File: config.mk
export PLATFORM = sky130hd
export DESIGN_NAME = sgre_window_flat
export DESIGN_NICKNAME = d
export VERILOG_FILES = /design/src/sgre_pkg.sv /design/src/sgre_grad_if.sv /design/src/sgre_window.sv /design/src/flat_wrapper.sv
export VERILOG_INCLUDE_DIRS = /design/src /design/src/src
export SDC_FILE = /design/constraint.sdc
export NUM_CORES = 1
export LEC_CHECK = 0
export ABC_CLOCK_PERIOD_IN_PS = 6200
export BUFFER_PORTS_ARGS = -buffer_cell sky130_fd_sc_hd__buf_2
export CORE_MARGIN = 8
export CORE_UTILIZATION = 50
export CTS_CLUSTER_DIAMETER = 30
export DETAILED_ROUTE_END_ITERATION = 7
export PLACE_DENSITY_LB_ADDON = 0.2
export SLEW_MARGIN = 0
export SYNTH_ARGS = -nofsm -noshare
export SYNTH_HDL_FRONTEND = slang
export SYNTH_SLANG_ARGS = --single-unit
File: constraint.sdc
create_clock -name clk -period 6.2 [get_ports clk]
set_input_delay 0 -clock clk [delete_from_list [all_inputs] [get_ports clk]]
set_output_delay 0 -clock clk [all_outputs]
set_load 0.005 [all_outputs]
File: src/sobel_gradient_replicate_edge_top_assert.svh
// ----------------------------------------------------------------------------
// Assertion macros for the Sobel gradient block
// Shared property forms, clocked on clk and disabled while rst is high.
// ----------------------------------------------------------------------------
`ifndef SOBEL_GRADIENT_REPLICATE_EDGE_TOP_ASSERT_SVH
`define SOBEL_GRADIENT_REPLICATE_EDGE_TOP_ASSERT_SVH

// Same-cycle implication.
`define SGRE_ASSERT_IMP(lbl, ante, cons, msg) \
  lbl: assert property (@(posedge clk) disable iff (rst) (ante) |-> (cons)) else $error(msg);

// Next-cycle implication.
`define SGRE_ASSERT_NXT(lbl, ante, cons, msg) \
  lbl: assert property (@(posedge clk) disable iff (rst) (ante) |=> (cons)) else $error(msg);

`endif

File: src/sgre_pkg.sv
// ----------------------------------------------------------------------------
// sgre_pkg
// Widths, reset values, register indexes and shared types of the Sobel block.
// ----------------------------------------------------------------------------
package sgre_pkg;

  localparam int PIX_W     = 8;
  localparam int GRAD_W    = 9;
  localparam int ROW_W     = 12;
  localparam int COL_W     = 10;
  localparam int FW_W      = 11;
  localparam int FH_W      = 13;
  localparam int CFG_W     = 13;
  localparam int CFG_IDX_W = 2;

  localparam int DEF_MAX_WIDTH = 1024;
  localparam int ROW_LIMIT     = 4096;

  localparam logic [FW_W-1:0] FRAME_WIDTH_RESET  = FW_W'(640);
  localparam logic [FH_W-1:0] FRAME_HEIGHT_RESET = FH_W'(480);

  localparam logic [CFG_IDX_W-1:0] REG_FRAME_WIDTH  = CFG_IDX_W'(0);
  localparam logic [CFG_IDX_W-1:0] REG_FRAME_HEIGHT = CFG_IDX_W'(1);

  typedef logic [PIX_W-1:0] pix_t;
  typedef logic [2:0][PIX_W-1:0] trio_t;

  typedef struct packed {
    logic [ROW_W-1:0] row;
    logic [COL_W-1:0] col;
    logic             row_ge1;
    logic             row_ge2;
    logic             row_last;
    logic             col_ge1;
    logic             col_ge2;
    logic             col_last;
  } pos_t;

  typedef struct packed {
    pix_t pixel;
    pix_t older;
    pix_t newer;
    pos_t pos;
  } col_item_t;

endpackage

File: src/sgre_grad_if.sv
// ----------------------------------------------------------------------------
// sgre_grad_if
// Valid/ready channel carrying one gradient result per request.
// ----------------------------------------------------------------------------
interface sgre_grad_if import sgre_pkg::*; ();
  logic                     valid;
  logic                     ready;
  logic signed [GRAD_W-1:0] grad_x;
  logic signed [GRAD_W-1:0] grad_y;
  logic [ROW_W-1:0]         out_row;
  logic [COL_W-1:0]         out_col;
  logic                     run_last;

  modport source (output valid, output grad_x, output grad_y, output out_row,
                  output out_col, output run_last, input ready);
  modport sink   (input valid, input grad_x, input grad_y, input out_row,
                  input out_col, input run_last, output ready);
endinterface

File: src/sgre_window.sv
// ----------------------------------------------------------------------------
// sgre_window
// 3x3 window, result sequencer, gradient arithmetic and result register.
// ----------------------------------------------------------------------------
`include "sobel_gradient_replicate_edge_top_assert.svh"

module sgre_window import sgre_pkg::*; (
  input  logic               clk,
  input  logic               rst,
  input  logic               b_valid,
  input  col_item_t          item,
  output logic               take,
  sgre_grad_if.source        dst
);

  trio_t win [3];
  pos_t  cpos;
  logic [3:0] mask;
  logic [3:0] sel;
  logic [3:0] new_mask;
  logic       emit;
  logic       b_adv;
  logic       pass1;
  logic       col_end;
  logic       is_last;
  logic       o_valid;
  trio_t      top_row;
  trio_t      mid_row;
  trio_t      bot_row;
  trio_t      tsel;
  trio_t      msel;
  trio_t      bsel;
  logic signed [GRAD_W:0] gx_sum;
  logic signed [GRAD_W:0] gy_sum;
  logic signed [GRAD_W-1:0] gx_q;
  logic signed [GRAD_W-1:0] gy_q;
  logic [ROW_W-1:0] row_q;
  logic [COL_W-1:0] col_q;
  logic             last_q;

  function automatic trio_t col_pick(trio_t t, logic lst, logic ge1, logic ge2);
    trio_t o;
    o[0] = lst ? (ge1 ? t[1] : t[2]) : (ge2 ? t[0] : t[1]);
    o[1] = lst ? t[2] : t[1];
    o[2] = t[2];
    return o;
  endfunction

  function automatic logic signed [GRAD_W:0] quarter(pix_t p);
    return $signed((GRAD_W+1)'(p >> 2));
  endfunction

  function automatic logic signed [GRAD_W:0] half(pix_t p);
    return $signed((GRAD_W+1)'(p >> 1));
  endfunction

  // Results in order: previous row at previous column, previous row at last
  // column, then the same two for the current row when it is the last row.
  always_comb begin
    new_mask[0] = item.pos.row_ge1 & item.pos.col_ge1;
    new_mask[1] = item.pos.row_ge1 & item.pos.col_last;
    new_mask[2] = item.pos.row_last & item.pos.col_ge1;
    new_mask[3] = item.pos.row_last & item.pos.col_last;
  end

  assign sel     = mask & (~mask + 4'd1);
  assign pass1   = sel[2] | sel[3];
  assign col_end = sel[1] | sel[3];
  assign is_last = (mask & ~sel) == '0;
  assign emit    = (mask != '0) && (!o_valid || dst.ready);
  assign take    = (mask == '0) || (emit && is_last);
  assign b_adv   = b_valid && take;

  always_comb begin
    top_row = pass1 ? (cpos.row_ge1 ? win[1] : win[2])
                    : (cpos.row_ge2 ? win[0] : win[1]);
    mid_row = pass1 ? win[2] : win[1];
    bot_row = win[2];
    tsel = col_pick(top_row, col_end, cpos.col_ge1, cpos.col_ge2);
    msel = col_pick(mid_row, col_end, cpos.col_ge1, cpos.col_ge2);
    bsel = col_pick(bot_row, col_end, cpos.col_ge1, cpos.col_ge2);
    gx_sum = quarter(tsel[2]) - quarter(tsel[0]) + half(msel[2]) - half(msel[0])
           + quarter(bsel[2]) - quarter(bsel[0]);
    gy_sum = quarter(bsel[0]) + half(bsel[1]) + quarter(bsel[2])
           - quarter(tsel[0]) - half(tsel[1]) - quarter(tsel[2]);
  end

  always_ff @(posedge clk) begin
    if (rst) begin
      mask    <= '0;
      o_valid <= 1'b0;
      for (int i = 0; i < 3; i++) begin
        win[i] <= '0;
      end
    end else begin
      if (b_adv) begin
        mask <= new_mask;
        for (int i = 0; i < 3; i++) begin
          win[i][0] <= win[i][1];
          win[i][1] <= win[i][2];
        end
        win[0][2] <= item.older;
        win[1][2] <= item.newer;
        win[2][2] <= item.pixel;
      end else if (emit) begin
        mask <= mask & ~sel;
      end
      if (emit) begin
        o_valid <= 1'b1;
      end else if (dst.ready) begin
        o_valid <= 1'b0;
      end
    end
  end

  always_ff @(posedge clk) begin
    if (b_adv) begin
      cpos <= item.pos;
    end
    if (emit) begin
      gx_q   <= GRAD_W'(gx_sum);
      gy_q   <= GRAD_W'(gy_sum);
      row_q  <= pass1 ? cpos.row : cpos.row - 1'b1;
      col_q  <= col_end ? cpos.col : cpos.col - 1'b1;
      last_q <= is_last;
    end
  end

  assign dst.valid    = o_valid;
  assign dst.grad_x   = gx_q;
  assign dst.grad_y   = gy_q;
  assign dst.out_row  = row_q;
  assign dst.out_col  = col_q;
  assign dst.run_last = last_q;

  `SGRE_ASSERT_NXT(a_mask_shrinks, (mask != '0) && emit && !b_adv,
                   $countones(mask) == $countones($past(mask)) - 1,
                   "pending results did not drop by one")
  `SGRE_ASSERT_IMP(a_mask_loaded, $rose(|mask), $past(b_valid),
                   "pending results appeared without a loaded column")

endmodule

File: src/flat_wrapper.sv
// flat-port wrapper written by rule: the top's interface ports become plain ports
module sgre_window_flat import sgre_pkg::*;
  (clk, rst, b_valid, item, take, dst_valid, dst_grad_x, dst_grad_y, dst_out_row, dst_out_col, dst_run_last, dst_ready);
  sgre_grad_if dst_i ();
  input  logic clk;
  input  logic rst;
  input  logic b_valid;
  input  col_item_t item;
  output logic take;
  output wire logic [$bits(dst_i.valid)-1:0] dst_valid;
  output wire logic [$bits(dst_i.grad_x)-1:0] dst_grad_x;
  output wire logic [$bits(dst_i.grad_y)-1:0] dst_grad_y;
  output wire logic [$bits(dst_i.out_row)-1:0] dst_out_row;
  output wire logic [$bits(dst_i.out_col)-1:0] dst_out_col;
  output wire logic [$bits(dst_i.run_last)-1:0] dst_run_last;
  input wire logic [$bits(dst_i.ready)-1:0] dst_ready;
  assign dst_valid = dst_i.valid;
  assign dst_grad_x = dst_i.grad_x;
  assign dst_grad_y = dst_i.grad_y;
  assign dst_out_row = dst_i.out_row;
  assign dst_out_col = dst_i.out_col;
  assign dst_run_last = dst_i.run_last;
  assign dst_i.ready = dst_ready;
  sgre_window u_core (.clk(clk), .rst(rst), .b_valid(b_valid), .item(item), .take(take), .dst(dst_i));
endmodule
=== Word-level counts from Yosys, hierarchy flattened ===
Memory sizes are Yosys's and may differ from the RTL's.
Cells that the tools add are included.

* RAM bits: 72
* Logic and storage cells: 92
* Register bits: 72
* Output and inout bits: 43
* Memories: 1
* Bits of input ports: 56

* Reductions and logical operators: 11
* $add $sub $neg: 13
* Bitwise operators: 19
* Mux-type cells: 35

{| class="wikitable"
|+ Memory list
! memory !! depth !! width !! read ports !! clocked after memory_dff !! write ports !! line !! text
|-
| u_core.win || 3 || 24 || 3 || 0 || 3 || sgre_window.sv:16 || <nowiki>trio_t win [3];</nowiki>
|}

{| class="wikitable"
|+ Operators with widths
! cell !! count
|-
| two-way mux 8 bit || 20
|-
| two-way mux 24 bit || 4
|-
| subtractor 9 x 7 -> 9 bit || 3
|-
| adder 9 x 7 -> 9 bit || 2
|-
| subtractor 9 x 8 -> 9 bit || 2
|-
| two-way mux 12 bit || 1
|-
| subtractor 12 x 1 -> 12 bit, second input constant || 1
|-
| OR 1 bit || 11
|-
| two-way mux 10 bit || 1
|-
| subtractor 10 x 1 -> 10 bit, second input constant || 1
|-
| adder 9 x 8 -> 9 bit || 1
|-
| adder 6 x 7 -> 8 bit || 1
|-
| AND 4 bit || 2
|-
| zero test 4 bit || 2
|-
| two-way mux 4 bit || 2
|-
| inverter 4 bit || 2
|-
| two-way mux 1 bit || 7
|-
| subtractor 6 x 6 -> 7 bit || 1
|-
| adder 4 x 1 -> 4 bit, second input constant || 1
|-
| AND 1 bit || 4
|-
| nonzero test 2 bit || 2
|-
| nonzero test 4 bit || 1
|-
| logical AND 1 bit || 3
|-
| logical OR 1 bit || 2
|-
| zero test 1 bit || 1
|}

=== Logic depth before layout (Yosys ltp) ===
* Word-level depth: 13
* Gate-level depth with buffers: 26
* Depth with buffers taken out: 25

=== Least setup slack after synthesis ===
Ideal clock, no wire load.

* Path kind: register to register
* Start point: register u_core.mask[1]
* End point: register u_core.gx_q[8], in the netlist u_core.dst.grad_x[8] (data pin)
* Data required time: 5.932 ns
* Setup time: 0.268 ns
* Buffers on the path: 2
* Clock period less this slack: 5.992 ns
* Data arrival time: 5.725 ns
* Setup slack: 0.208 ns
* Cell stages (with the launch flop): 26
* Path through: dfxtp_1 -> buf_2 -> or2_4 -> nor3_2 -> clkbuf_1 -> a22oi_1 -> nand2_1 -> o21ai_0 -> a221oi_1 -> ha_1 -> inv_1 -> ha_1 -> a211oi_1 -> o2bb2ai_1 -> a21oi_1 -> xnor2_1 -> fa_1 -> fa_1 -> fa_1 -> inv_1 -> ha_1 -> nor2b_1 -> o21a_1 -> o41ai_1 -> xnor2_1 -> xnor2_1

* Word-level cells in the longest chain between the ends: 12
* Elaborated cells on any way between the ends: 19
* Classes of those cells: 6 x add/sub; 9 x mux; 4 x bitwise

{| class="wikitable"
|+ RTL lines
! item !! line !! text
|-
| start, declared || sgre_window.sv:18 || <nowiki>logic [3:0] mask;</nowiki>
|-
| start signal, assigned || sgre_window.sv:97 || <nowiki>mask <= new_mask;</nowiki>
|-
| start signal, assigned || sgre_window.sv:106 || <nowiki>mask <= mask & ~sel;</nowiki>
|-
| inverter 4 bit || sgre_window.sv:66 || <nowiki>assign sel = mask & (~mask + 4'd1);</nowiki>
|-
| adder 4 x 1 -> 4 bit || sgre_window.sv:66 ||
|-
| AND 4 bit * || sgre_window.sv:66 ||
|-
| OR 1 bit || sgre_window.sv:67 || <nowiki>assign pass1 = sel[2] | sel[3];</nowiki>
|-
| two-way mux 24 bit || sgre_window.sv:75 || <nowiki>top_row = pass1 ? (cpos.row_ge1 ? win[1] : win[2])</nowiki>
|-
| two-way mux 8 bit (2 in series) || sgre_window.sv:43 || <nowiki>o[0] = lst ? (ge1 ? t[1] : t[2]) : (ge2 ? t[0] : t[1]);</nowiki>
|-
| subtractor 6 x 6 -> 7 bit || sgre_window.sv:82 || <nowiki>gx_sum = quarter(tsel[2]) - quarter(tsel[0]) + half(msel[2]) - half(msel[0])</nowiki>
|-
| adder 9 x 8 -> 9 bit || sgre_window.sv:82 ||
|-
| subtractor 9 x 8 -> 9 bit || sgre_window.sv:82 ||
|-
| adder 9 x 7 -> 9 bit || sgre_window.sv:83 || <nowiki>+ quarter(bsel[2]) - quarter(bsel[0]);</nowiki>
|-
| subtractor 9 x 7 -> 9 bit * || sgre_window.sv:83 ||
|-
| named net u_core.gx_sum[8] || sgre_window.sv:33 || <nowiki>logic signed [GRAD_W:0] gx_sum;</nowiki>
|-
| end signal, assigned || sgre_window.sv:121 || <nowiki>gx_q <= GRAD_W'(gx_sum);</nowiki>
|-
| end, declared || sgre_window.sv:35 || <nowiki>logic signed [GRAD_W-1:0] gx_q;</nowiki>
|}

The timed path passes the listed nets; every way through them passes the cells marked *.
A chain may end at the register's enable or synchronous reset.

=== Worst setup path after layout ===
* Start point: register u_core.mask[3]
* End point: register u_core.gx_q[8], in the netlist u_core.dst.grad_x[8] (data pin)

Same word-level chain as after synthesis.

==> metrics <==
yosys warns=0; top-count cell post-synth=edfxtp_1; Yosys top cell by area=edfxtp_1; Pint=0.00270 W; mux contribution to synthesized area=0.0127; NetSw=0.00144 W; Max-slew headroom=0.498; final core utilization=0.632; slowest CP cell=fa_1; Top Family by Delay on Critical Path=adder cells; Max Cap Violations=0; initial antenna violation count=0; min Tclk post-route=5.87 ns; post-route insts no fill=1152; Max Fclk=0.170 GHz; library cells used by synthesis=67; post-synthesis simple-gate area fraction=0.153; Main synth FF type=edfxtp_1; clk buf depth=2; worst vdd ir=0.219 mV; critical-path cell list=or2_1 -> a21boi_4 -> nor2_2 -> buf_4 -> buf_4 -> nand2_1 -> nand2_1 -> mux2_2 -> o211ai_1 -> ha_1 -> inv_1 -> or3_1 -> o21ai_0 -> nor3b_1 -> fa_1 -> fa_1 -> fa_1 -> inv_1 -> ha_1 -> o21a_1 -> o41ai_2 -> xnor2_1 -> xnor2_1; most used cell, CP=fa_1; Std-Cell Rows=47; vias in the first global route=6225; DRT Wirelength=19300 microns; fraction of layout cells with a size suffix above 1=0.200; Worst-path clk slew=0.07 ns; Synth Area in Adders=0.149; register bit total from synthesis=134; Max Transition Viols Final=0; CTS tree=built; DR vias/cell=5.27; pwr dens=399 mW/mm^2; DP Cell Count=1069; crit path kind=flip-flop to flip-flop; synthesized instance count=747; FILL cells=1316; RSZ-0062 raised after global routing=false; Final nets=1051; Post-synth EDFFs=129; Port-buffer cells=95; footprint of the multi-input gates=0.00402 sq mm; post-route cell area=0.0104 sq mm; fraction of registers with async set/reset=0; FF-to-FF setup slack=0.33 ns; Post-DRT Antenna Nets=0; initial core utilization=0.506; first-pass GRT wire length=31100 microns; CTS Buf Count=17; worst stage delay on the critical path=0.51 ns; Core ar.=0.0164 sq mm; Logic pwr share=0.436; main area contributors after synthesis=edfxtp_1 47%, fa_1 8.9%, ha_1 5.9%; Clock Power Share=0.253; switching share of power=0.347; post-DP HPWL=14200 microns; setup TNS=0 ns; status=finished clean; sequential fraction of the synthesis area=0.479; clock sink count=134; DR vias=6070; GPL Wtd Cong=0.906; Area Overhead vs Synth=25.0%; Post-Synth XOR/XNOR Area=0.0465; Crit path required time=6.37 ns; drt initial violations=383; GRT Overall Usage=0.194; Die W=145 microns; Ant. Diodes=0; height of the die=145 microns; CP arrival=6.03 ns; final worst path period share=0.946; CP Launch Type=flip-flop; post-synthesis compound-gate area fraction=0.117; routed wire length per instance=16.8 microns; count of final setup violators=0; H-tree levels=4; Post-DP Area=0.00920 sq mm; syn_nets=879; Root Buffer=clkbuf_16; combinational family with the most area after synthesis=simple AND/OR/NAND/NOR gates; worst hold path class=input port to flip-flop; post-synthesis cell area=0.00829 sq mm; Reg area=0.00397 sq mm; critical path fanouts, max=7; Static Leak=4.40 nW; worst path bufs/invs=4; Slew @ Worst Pin=0.753 ns; Reg power frac=0.311; grt ovf=0; final count of hold timing violations=0; Mean Syn Cell Area=11.1 sq um; drt pass-1 iters=7; IO Pins=99; clk_lat worst skew=0.43 ns; Commonest cells post-synth=129 x edfxtp_1, 91 x nand2_1, 64 x and2_1, 64 x inv_1, 39 x ha_1; Synth top area share=0.467; Max Clock Skew=0.0171 ns; DR DRC count=0; pin count of the biggest net entering global routing=63; Critical Path End Type=flip-flop; die area=0.0210 sq mm
-- worst paths after layout --
kind	from	endpoint	depth (start not counted)
worst min register to register	u_core.cpos[15]	u_core.dst.out_col[9]	1
worst min-delay path	dst_ready	u_core.mask[0]	4
worst max-delay path	u_core.mask[3]	u_core.dst.grad_x[8]	23
worst max register to register	u_core.mask[3]	u_core.dst.grad_x[8]	23
-- repair_timing --
item	in CTS	in global routing
gates resized for setup	0	10
setup endpoints to repair	0	2
hold endpoints to repair	52	0
setup buffers	0	0
hold buffers	51	0
-- tightest hold or removal path, stage by stage --
cell and delay [ns]:
buf_2 0.08, nor2b_1 0.10, a32oi_1 0.18, nor2_1 0.06
-- routing by layer --
metal / part of all wire / vias up / routed length (microns) / track usage
met5: 0 / - / 0 / 0
met4: 0.014 / 0 / 274 / 0.0591
met3: 0.063 / 25 / 1210 / 0.0407
met2: 0.47 / 199 / 9150 / 0.319
met1: 0.45 / 2893 / 8670 / 0.252
li1: - / 2953 / - / -
-- stage by stage --
step,setup WS [ns],power (W),hold slack [ns]
floorplan,0.208,0.00263,0.0691
global placement,0.239,0.00300,0.178
detailed placement,0.0179,0.00308,0.178
CTS,0.0169,0.00416,0.0191
global route,0.0206,0.00446,0.0472
finish,0.334,0.00414,0.0420
-- cells by family after synthesis --
logic type,after synthesis
flops,134
xor+xnor,44
mux,10
compound gates,138
buf+inv,92
simple gates,252
fa+ha+maj,77
-- flip-flops by register name, indices dropped and copies added, names as in the netlist, 4 cells and up --
name,flops
u_core.dst.grad_y,9
u_core.dst.out_row,12
u_core.mask,4
u_core.dst.grad_x,9
u_core.win,62
u_core.cpos,26
u_core.dst.out_col,10
-- final cells by class --
class                      count  share of cell area
clock buffer                  17              0.0410
tap                          220              0.0266
sequential                   134               0.383
timing repair buffer         178               0.119
multi-input combinational    521               0.388
clock inverter                15              0.0179
inverter                      67              0.0243
-- power by group through the flow --
stage	combinational (W)	sequential, W	clock [W]
final	0.00180	0.00129	0.00105
after floorplan	0.00133	0.00131	0
after global routing	0.00206	0.00130	0.00110
after CTS	0.00181	0.00129	0.00106
after detailed placement	0.00177	0.00130	0
after global placement	0.00170	0.00130	0
-- placed cells by master (no fill, tap or decap), drive strengths merged, types with 3 or more instances in the layout --
cell | synthesis | routed
edfxtp | 129 | 129
dlygate4sd3 | 0 | 51
fa | 37 | 37
ha | 39 | 39
a21oi | 34 | 34
o21bai | 3 | 3
a21o | 8 | 8
a221oi | 4 | 4
nand3 | 11 | 11
a311o | 4 | 4
nor3 | 9 | 9
mux2i | 9 | 9
buf | 3 | 127
clkbuf | 22 | 17
or3 | 6 | 6
o21ai | 28 | 28
nand2 | 91 | 91
dfxtp | 5 | 5
xor2 | 15 | 15
a211oi | 8 | 8
clkinvlp | 0 | 3
nand2b | 9 | 9
or2 | 4 | 4
nor2b | 7 | 7
o21a | 5 | 5
nor2 | 40 | 40
clkinv | 1 | 3
a22o | 7 | 7
xnor2 | 29 | 29
inv | 66 | 74
or4 | 3 | 3
a22oi | 13 | 13
a221o | 5 | 5
and2 | 65 | 65
No activity file was read; power rests on OpenSTA's default activity.
